<file path="config.mk">
export PLATFORM = sky130hd
export DESIGN_NAME = clipped_line_rasterizer
export DESIGN_NICKNAME = d
export VERILOG_FILES = /design/src/clr_pkg.sv /design/src/clipped_line_rasterizer.sv
export SDC_FILE = /design/constraint.sdc
export NUM_CORES = 2
export LEC_CHECK = 0
export BUFFER_PORTS_ARGS = -buffer_cell sky130_fd_sc_hd__buf_2
export CAP_MARGIN = 5
export CORE_UTILIZATION = 55
export CTS_BUF_LIST = sky130_fd_sc_hd__clkbuf_2 sky130_fd_sc_hd__clkbuf_4 sky130_fd_sc_hd__clkbuf_8
export CTS_CLUSTER_DIAMETER = 50
export DETAILED_ROUTE_END_ITERATION = 6
export HOLD_SLACK_MARGIN = 0.02
export MAX_ROUTING_LAYER = met4
export PLACE_DENSITY = 0.72
export SYNTH_ARGS = -nofsm -noshare
export SYNTH_HDL_FRONTEND = slang
export SYNTH_SLANG_ARGS = --single-unit
</file>
<file path="constraint.sdc">
create_clock -name clk_i -period 16.7 [get_ports clk_i]
set_input_delay 2.505 -clock clk_i [delete_from_list [all_inputs] [get_ports clk_i]]
set_output_delay 2.505 -clock clk_i [all_outputs]
set_load 0.1 [all_outputs]
</file>
<file path="src/clr_pkg.sv">
`timescale 1ns / 1ps
// ----------------------------------------------------------------------------
// clr_pkg: shared constants for the clipped line rasterizer.
// Outcode bits, function codes and the reset values of the surface size.
// ----------------------------------------------------------------------------
package clr_pkg;

  localparam int unsigned CoordBits = 16;
  localparam int unsigned DimBits   = 12;

  // Outcode bits of the clip window.
  localparam logic [3:0] OcLeft   = 4'd1;
  localparam logic [3:0] OcRight  = 4'd2;
  localparam logic [3:0] OcBottom = 4'd4;
  localparam logic [3:0] OcTop    = 4'd8;

  // Function codes of an input beat.
  localparam logic FuncLoad = 1'b0;
  localparam logic FuncStep = 1'b1;

  // Register indexes.
  localparam logic RegWidth  = 1'b0;
  localparam logic RegHeight = 1'b1;

  localparam logic [12:0] WidthReset  = 13'd640;
  localparam logic [12:0] HeightReset = 13'd480;

endpackage

</file>
<file path="src/clipped_line_rasterizer.sv">
`timescale 1ns / 1ps
// ----------------------------------------------------------------------------
// clipped_line_rasterizer: Cohen-Sutherland clip and Bresenham line stepper.
// A load beat clips a line against the surface; step beats emit its pixels.
// ----------------------------------------------------------------------------
//  channel | direction | handshake          | payload
//  in      | input     | in_valid/in_ready  | func, endpoints, color
//  out     | output    | out_valid/out_ready| pixel, flags
//  cfg     | input     | cfg_valid/cfg_ready| cfg_index, cfg_data
//
// A step beat computes its pixel, then hands over the result register. A load
// takes up to eight clip passes; each pass runs one restoring divider, one
// quotient bit per cycle over the product width. Reset clears all control
// state and the surface size returns to 640 by 480. The input stalls while a
// result waits in the output register.
module clipped_line_rasterizer #(
  parameter int unsigned COORD_BITS = clr_pkg::CoordBits
) (
  input  logic                  clk_i,
  input  logic                  rst_ni,
  input  logic                  in_valid,
  output logic                  in_ready,
  input  logic                  func_i,
  input  logic [COORD_BITS-1:0] start_x_i,
  input  logic [COORD_BITS-1:0] start_y_i,
  input  logic [COORD_BITS-1:0] end_x_i,
  input  logic [COORD_BITS-1:0] end_y_i,
  input  logic [23:0]           line_color_i,
  output logic                  out_valid,
  input  logic                  out_ready,
  output logic                  pixel_valid_o,
  output logic [11:0]           pixel_x_o,
  output logic [11:0]           pixel_y_o,
  output logic [23:0]           pixel_color_o,
  output logic                  last_pixel_o,
  output logic                  line_visible_o,
  input  logic                  cfg_valid,
  output logic                  cfg_ready,
  input  logic                  cfg_index,
  input  logic [12:0]           cfg_data
);

  // Coordinates carry two extra bits; the product and divider are wider.
  localparam int unsigned CW = COORD_BITS + 2;
  localparam int unsigned PW = 2 * CW;
  localparam int unsigned QW = $clog2(PW + 1);
  localparam int unsigned DW = clr_pkg::DimBits + 1;

  localparam logic [2:0] StIdle = 3'd0;
  localparam logic [2:0] StCode = 3'd1;
  localparam logic [2:0] StMul  = 3'd2;
  localparam logic [2:0] StDiv  = 3'd3;
  localparam logic [2:0] StFix  = 3'd4;
  localparam logic [2:0] StOut  = 3'd5;

  logic [2:0] state_q, state_d;

  logic [12:0] width_q, height_q;

  // Clip working set.
  logic signed [CW-1:0] xa_q, ya_q, xb_q, yb_q;
  logic [3:0]           pass_q;
  logic [3:0]           co_q;
  logic                 co_is_a_q;
  logic signed [CW-1:0] right_s, top_s;

  // Divider registers.
  logic [PW-1:0] prod_q;
  logic [CW-1:0] dvs_q;
  logic [CW-1:0] rem_q;
  logic [QW-1:0] cnt_q;
  logic          qneg_q;

  // Line stepping state.
  logic [11:0]          cur_x_q, cur_y_q, stop_x_q, stop_y_q, span_x_q, span_y_q;
  logic                 step_x_neg_q, step_y_neg_q;
  logic signed [12:0]   error_term_q;
  logic [23:0]          held_color_q;
  logic                 line_active_q;

  // Result register.
  logic        out_valid_q;
  logic        pv_q, last_q, vis_q;
  logic [11:0] px_q, py_q;
  logic [23:0] pc_q;

  assign in_ready  = (state_q == StIdle) && !out_valid_q;
  assign cfg_ready = 1'b1;
  assign out_valid = out_valid_q;
  assign pixel_valid_o = pv_q;
  assign pixel_x_o     = px_q;
  assign pixel_y_o     = py_q;
  assign pixel_color_o = pc_q;
  assign last_pixel_o  = last_q;
  assign line_visible_o = vis_q;

  // Effective window edges.
  logic [DW-1:0] wdim, hdim;
  always_comb begin
    if (width_q == '0) wdim = DW'(1);
    else if (width_q > 13'(1 << clr_pkg::DimBits)) wdim = DW'(1 << clr_pkg::DimBits);
    else wdim = DW'(width_q);
    if (height_q == '0) hdim = DW'(1);
    else if (height_q > 13'(1 << clr_pkg::DimBits)) hdim = DW'(1 << clr_pkg::DimBits);
    else hdim = DW'(height_q);
    right_s = CW'($signed({1'b0, wdim})) - CW'(1);
    top_s   = CW'($signed({1'b0, hdim})) - CW'(1);
  end

  function automatic logic [3:0] outcode(logic signed [CW-1:0] x, logic signed [CW-1:0] y,
                                         logic signed [CW-1:0] r, logic signed [CW-1:0] t);
    logic [3:0] c;
    c = '0;
    if (x < 0) c = c | clr_pkg::OcLeft;
    else if (x > r) c = c | clr_pkg::OcRight;
    if (y < 0) c = c | clr_pkg::OcBottom;
    else if (y > t) c = c | clr_pkg::OcTop;
    return c;
  endfunction

  logic [3:0] ca, cb, co;
  assign ca = outcode(xa_q, ya_q, right_s, top_s);
  assign cb = outcode(xb_q, yb_q, right_s, top_s);
  assign co = (ca != '0) ? ca : cb;

  // Operands of the current intersection: num * fac / den.
  logic signed [CW-1:0] num, fac, den;
  always_comb begin
    if ((co & clr_pkg::OcTop) != '0) begin
      num = xb_q - xa_q; fac = top_s - ya_q; den = yb_q - ya_q;
    end else if ((co & clr_pkg::OcBottom) != '0) begin
      num = xb_q - xa_q; fac = -ya_q; den = yb_q - ya_q;
    end else if ((co & clr_pkg::OcRight) != '0) begin
      num = yb_q - ya_q; fac = right_s - xa_q; den = xb_q - xa_q;
    end else begin
      num = yb_q - ya_q; fac = -xa_q; den = xb_q - xa_q;
    end
  end

  logic [CW-1:0] mnum, mfac, mden;
  assign mnum = num[CW-1] ? CW'(-num) : CW'(num);
  assign mfac = fac[CW-1] ? CW'(-fac) : CW'(fac);
  assign mden = den[CW-1] ? CW'(-den) : CW'(den);

  // Restoring divide step.
  logic [CW:0]   rem_sh;
  logic          rem_ge;
  assign rem_sh = {rem_q, prod_q[PW-1]};
  assign rem_ge = rem_sh >= {1'b0, dvs_q};

  // The intersection is always measured from the first endpoint.
  logic signed [CW-1:0] quot_s, base_s, newc_s;
  assign quot_s = qneg_q ? CW'(-$signed(prod_q[CW-1:0])) : $signed(prod_q[CW-1:0]);
  assign base_s = ((co_q & (clr_pkg::OcTop | clr_pkg::OcBottom)) != '0) ? xa_q : ya_q;
  assign newc_s = base_s + quot_s;

  // Bresenham next step.
  logic signed [13:0] e2;
  logic               at_end;
  assign e2     = {error_term_q, 1'b0};
  assign at_end = (cur_x_q == stop_x_q) && (cur_y_q == stop_y_q);

  logic signed [CW-1:0] sx, sy, ex, ey;
  always_comb begin
    sx = CW'($signed(start_x_i)); sy = CW'($signed(start_y_i));
    ex = CW'($signed(end_x_i));   ey = CW'($signed(end_y_i));
  end

  always_comb begin
    state_d = state_q;
    case (state_q)
      StIdle: if (in_valid && in_ready) begin
        state_d = (func_i == clr_pkg::FuncLoad) ? StCode : StIdle;
      end
      StCode: begin
        if ((ca | cb) == '0 || (ca & cb) != '0 || pass_q == 4'd8) state_d = StOut;
        else state_d = StMul;
      end
      StMul: state_d = StDiv;
      StDiv: if (cnt_q == QW'(PW - 1)) state_d = StFix;
      StFix: state_d = StCode;
      StOut: state_d = StIdle;
      default: state_d = StIdle;
    endcase
  end

  always_ff @(posedge clk_i or negedge rst_ni) begin
    if (!rst_ni) begin
      state_q       <= StIdle;
      width_q       <= clr_pkg::WidthReset;
      height_q      <= clr_pkg::HeightReset;
      out_valid_q   <= 1'b0;
      line_active_q <= 1'b0;
      cur_x_q <= '0; cur_y_q <= '0; stop_x_q <= '0; stop_y_q <= '0;
      span_x_q <= '0; span_y_q <= '0; step_x_neg_q <= 1'b0; step_y_neg_q <= 1'b0;
      error_term_q <= '0; held_color_q <= '0;
      pass_q <= '0; cnt_q <= '0;
    end else begin
      state_q <= state_d;
      if (cfg_valid && cfg_ready) begin
        if (cfg_index == clr_pkg::RegWidth) width_q <= cfg_data;
        else height_q <= cfg_data;
      end
      if (out_valid_q && out_ready) out_valid_q <= 1'b0;
      case (state_q)
        StIdle: if (in_valid && in_ready) begin
          if (func_i == clr_pkg::FuncLoad) begin
            held_color_q  <= line_color_i;
            line_active_q <= 1'b0;
            pass_q        <= '0;
            if (sy > ey) begin
              xa_q <= ex; ya_q <= ey; xb_q <= sx; yb_q <= sy;
            end else begin
              xa_q <= sx; ya_q <= sy; xb_q <= ex; yb_q <= ey;
            end
          end else begin
            out_valid_q <= 1'b1;
            vis_q <= 1'b0;
            pv_q  <= line_active_q;
            px_q  <= line_active_q ? cur_x_q : '0;
            py_q  <= line_active_q ? cur_y_q : '0;
            pc_q  <= line_active_q ? held_color_q : '0;
            last_q <= line_active_q && at_end;
            if (line_active_q) begin
              if (at_end) line_active_q <= 1'b0;
              else begin
                error_term_q <= error_term_q
                  - ((e2 > -$signed({2'b0, span_y_q})) ? $signed({1'b0, span_y_q}) : 13'sd0)
                  + ((e2 < $signed({2'b0, span_x_q})) ? $signed({1'b0, span_x_q}) : 13'sd0);
                if (e2 > -$signed({2'b0, span_y_q}))
                  cur_x_q <= step_x_neg_q ? cur_x_q - 12'd1 : cur_x_q + 12'd1;
                if (e2 < $signed({2'b0, span_x_q}))
                  cur_y_q <= step_y_neg_q ? cur_y_q - 12'd1 : cur_y_q + 12'd1;
              end
            end
          end
        end
        StCode: begin
          co_q      <= co;
          co_is_a_q <= (ca != '0);
          qneg_q    <= (num[CW-1] ^ fac[CW-1]) ^ den[CW-1];
          dvs_q     <= mden;
          vis_q     <= ((ca | cb) == '0);
          if ((ca | cb) == '0) begin
            cur_x_q  <= xa_q[11:0]; cur_y_q <= ya_q[11:0];
            stop_x_q <= xb_q[11:0]; stop_y_q <= yb_q[11:0];
            span_x_q <= (xb_q > xa_q) ? 12'(xb_q - xa_q) : 12'(xa_q - xb_q);
            span_y_q <= (yb_q > ya_q) ? 12'(yb_q - ya_q) : 12'(ya_q - yb_q);
            step_x_neg_q <= !(xa_q < xb_q);
            step_y_neg_q <= !(ya_q < yb_q);
            error_term_q <= 13'((xb_q > xa_q ? xb_q - xa_q : xa_q - xb_q)
                              - (yb_q > ya_q ? yb_q - ya_q : ya_q - yb_q));
            line_active_q <= 1'b1;
          end
          prod_q <= PW'(mnum) * PW'(mfac);
        end
        StMul: begin
          rem_q <= '0;
          cnt_q <= '0;
        end
        StDiv: begin
          rem_q  <= rem_ge ? CW'(rem_sh - {1'b0, dvs_q}) : CW'(rem_sh);
          prod_q <= {prod_q[PW-2:0], rem_ge};
          cnt_q  <= cnt_q + QW'(1);
        end
        StFix: begin
          pass_q <= pass_q + 4'd1;
          if ((co_q & clr_pkg::OcTop) != '0) begin
            if (co_is_a_q) begin xa_q <= (dvs_q == '0) ? xa_q : newc_s; ya_q <= top_s; end
            else begin xb_q <= (dvs_q == '0) ? xa_q : newc_s; yb_q <= top_s; end
          end else if ((co_q & clr_pkg::OcBottom) != '0) begin
            if (co_is_a_q) begin xa_q <= (dvs_q == '0) ? xa_q : newc_s; ya_q <= '0; end
            else begin xb_q <= (dvs_q == '0) ? xa_q : newc_s; yb_q <= '0; end
          end else if ((co_q & clr_pkg::OcRight) != '0) begin
            if (co_is_a_q) begin ya_q <= (dvs_q == '0) ? ya_q : newc_s; xa_q <= right_s; end
            else begin yb_q <= (dvs_q == '0) ? ya_q : newc_s; xb_q <= right_s; end
          end else begin
            if (co_is_a_q) begin ya_q <= (dvs_q == '0) ? ya_q : newc_s; xa_q <= '0; end
            else begin yb_q <= (dvs_q == '0) ? ya_q : newc_s; xb_q <= '0; end
          end
        end
        StOut: begin
          out_valid_q <= 1'b1;
          pv_q <= 1'b0; px_q <= '0; py_q <= '0; pc_q <= '0; last_q <= 1'b0;
        end
        default: ;
      endcase
    end
  end

endmodule

</file>
==> results.md <==
* Fmax at 69.3 MHz
* Starting Density at 0.555
* Gr usage total at 0.357
* Via count at 34,700
* Setup WS pre-CTS at 2.55 ns
* Fillers at 6,509
* Arrival time worst endpoint at 14.82 ns
* Total CTS buffers at 71
* CP Buf/Inv Count at 9
* Largest net degree at the start of global routing at around 120
* Setup repair bufs after CTS at 0
* Worst slew pin tran at 1.22 ns
* Type of origin of the critical path: register
* Row count at 99
* RSZ-0062 raised after global routing: false
* Fin. max-slew vios at 0
* Ports at 162
* Initial antenna violation count at 7
* Cell Area, Placed at 42,500 µm²
* First-pass GRT wire length at 198,000 µm
* Leading register cell type out of synthesis: edfxtp_1
* Register Area at between 9000 and 10,000 µm²
* # resized after CTS at 0
* Number of synthesized flops with an enable pin at 200
* Synthesized area per cell at approximately 8.7 µm²
* WP data required at 17.09 ns
* TritonCTS clock tree: done
* CTS Buffer Depth at 3
* Die ar. at 74,600 µm²
* Sequential cell area fraction in the yosys report at 0.243
* Routed Antenna Nets at 0
* Final instance area at 44,000 µm²
* Final cycle utilization of the critical path at 0.864
* Worst-path fanout max at 36
* Die H at 273 µm
* Tmin final at between 10 and 15 ns
* GPL Wtd Cong at 1.05
* Number of global-route vias before repair at 34,100
* Endpoints failing hold at 0
* Syn Inst Count at around 4,700
* Clock Skew at 0.0390 ns
* Most common cell type on the critical path: inv_1
* I/O Buffers at 160
* HP Class: register to register
* Pre-antenna DRT Iters at 7
* Drt initial violations at 3,224
* Setup TNS at 0 ns
* Cell Area, Synth at 40,400 µm²
* Die width at 273 µm
* CP Class: register to register
* Max_cap viols at 0
* DRC errors left at 4
* Final setup vio count at 0
* Final HPWL from detailed placement at 101,000 µm
* CP max stage delay at between 0.6 and 0.7 ns
* Yosys reg bits at around 350
* Final wirelength at 128,000 µm
* Vias/cell at 5.95
* Core area at roughly 73,000 µm²
* Multi-input logic area at between 20,000 and 30,000 µm²
* Synth-to-Final Area Change at 8.84%
* Clock sink total at approximately 350
* Warnings, synthesis at 0
* Final #Nets at between 5,000 and 6,000
* Grt total ovfl at 0
* Clock transition at path regs at 0.06 ns
* Slowest stage cell, crit path: xor2_1
* Asr flop ratio synth at 0.432
* Layout cells sized above 1 at 0.101
* Kind of cell adding the most delay to the critical path: adder cells
* Worst-skew pair later-pin latency at 0.71 ns
* WL per Instance at between 20 and 25 µm
* Slew HR at 0.185
* Setup WS post-layout at 2.27 ns
* Hold_buf cts at 0
* CP Capture Type: register
* CTS Root Cell: clkbuf_8
* Failing checks: design-rule violations
* Synth unique cells at 94
* Status: complete, but fails checks
* H-tree depth at 3
## cell families (layout without fill, tap and decap cells)
family | after synthesis | count (layout) | share of synthesized area
other | 2 | 32 | 0.000186
AOI/OAI and AO/OA | 1006 | 1006 | 0.153
DFF | 352 | 352 | 0.243
adders and majority gates | 656 | 656 | 0.255
buffers and inverters | 747 | 930 | 0.0701
and+or+nand+nor | 1406 | 1406 | 0.164
muxes | 189 | 189 | 0.0487
xor gates and xnor gates | 302 | 302 | 0.0658
## cell type report
class	instances	share of cell area
clock inverter	35	0.00683
inverter	566	0.0483
multi-input combinational	3580	0.635
sequential	352	0.223
antenna	11	0.000626
timing repair buffer	234	0.0313
tap	959	0.0273
clock buffer	95	0.0272
## cells in the final DEF (no fill, tap or decap), drive strengths merged, types with 146 or more instances in the layout
| master | instances |
|---|---|
| nand2 | 514 |
| ha | 377 |
| edfxtp | 200 |
| xnor2 | 212 |
| o21ai | 291 |
| fa | 279 |
| dfrtp | 146 |
| a21oi | 317 |
| and2 | 147 |
| nor2 | 329 |
| inv | 572 |
| buf | 234 |
## per-layer routing
metal	vias up	routed length (µm)	track usage
met4	0	3910	0.121
met1	17000	55400	0.476
li1	16100	-	-
met5	-	0	-
met2	1368	57700	0.542
met3	255	11000	0.0719
## worst register-to-register path, delay by kind of cell, from the launching register on
family | cells | cell delay, ns
xor gates and xnor gates | 2 | 0.78
AOI/OAI and AO/OA | 19 | 3.84
DFF | 1 | 0.39
buffers and inverters | 9 | 1.11
adders and majority gates | 10 | 4.28
and+or+nand+nor | 16 | 3.73
## stage by stage
step	util	hold slack (ns)	std cells
2_1_floorplan	-	0.466	4679
3_3_place_gp	0.583	0.481	5691
3_5_place_dp	0.583	0.487	5691
4_1_cts	0.604	0.501	5821
5_1_grt	0.604	0.511	5828
6_report	0.604	0.497	5832
## synth_stat cells, types with 146 or more instances
cell type / n / area share
edfxtp_1: 200 / 0.15
dfrtp_1: 146 / 0.090
ha_1: 377 / 0.12
a21oi_1: 313 / 0.039
and2_1: 147 / 0.023
nand2_1: 512 / 0.048
fa_1: 279 / 0.14
o21ai_0: 280 / 0.035
inv_1: 564 / 0.052
xnor2_1: 212 / 0.046
clkbuf_1: 155 / 0.014
nor2_1: 328 / 0.030
## sequential cells by signal, summed over array words and instances (netlist names), 18 cells and up
name / flops
pixel_color_o: 24
rem_q: 18
xb_q: 18
yb_q: 18
prod_q: 36
ya_q: 18
dvs_q: 18
held_color_q: 24
xa_q: 18
## final timing paths
check	to	slack (ns)	startpoint	depth (start not counted)
max in group asynchronous	width_q[8]	13.99	rst_ni	2
hold / removal	held_color_q[5]	0.50	held_color_q[5]	1
setup / recovery	prod_q[32]	2.27	height_q[6]	56
min in group asynchronous	held_color_q[16]	1.70	rst_ni	1
hold reg to reg	held_color_q[5]	0.50	held_color_q[5]	1
setup reg to reg	prod_q[32]	2.27	height_q[6]	56
Power is left out: the tool's default activity adds up to more than one toggle a clock period on the data nets, which glitch-free logic cannot reach.
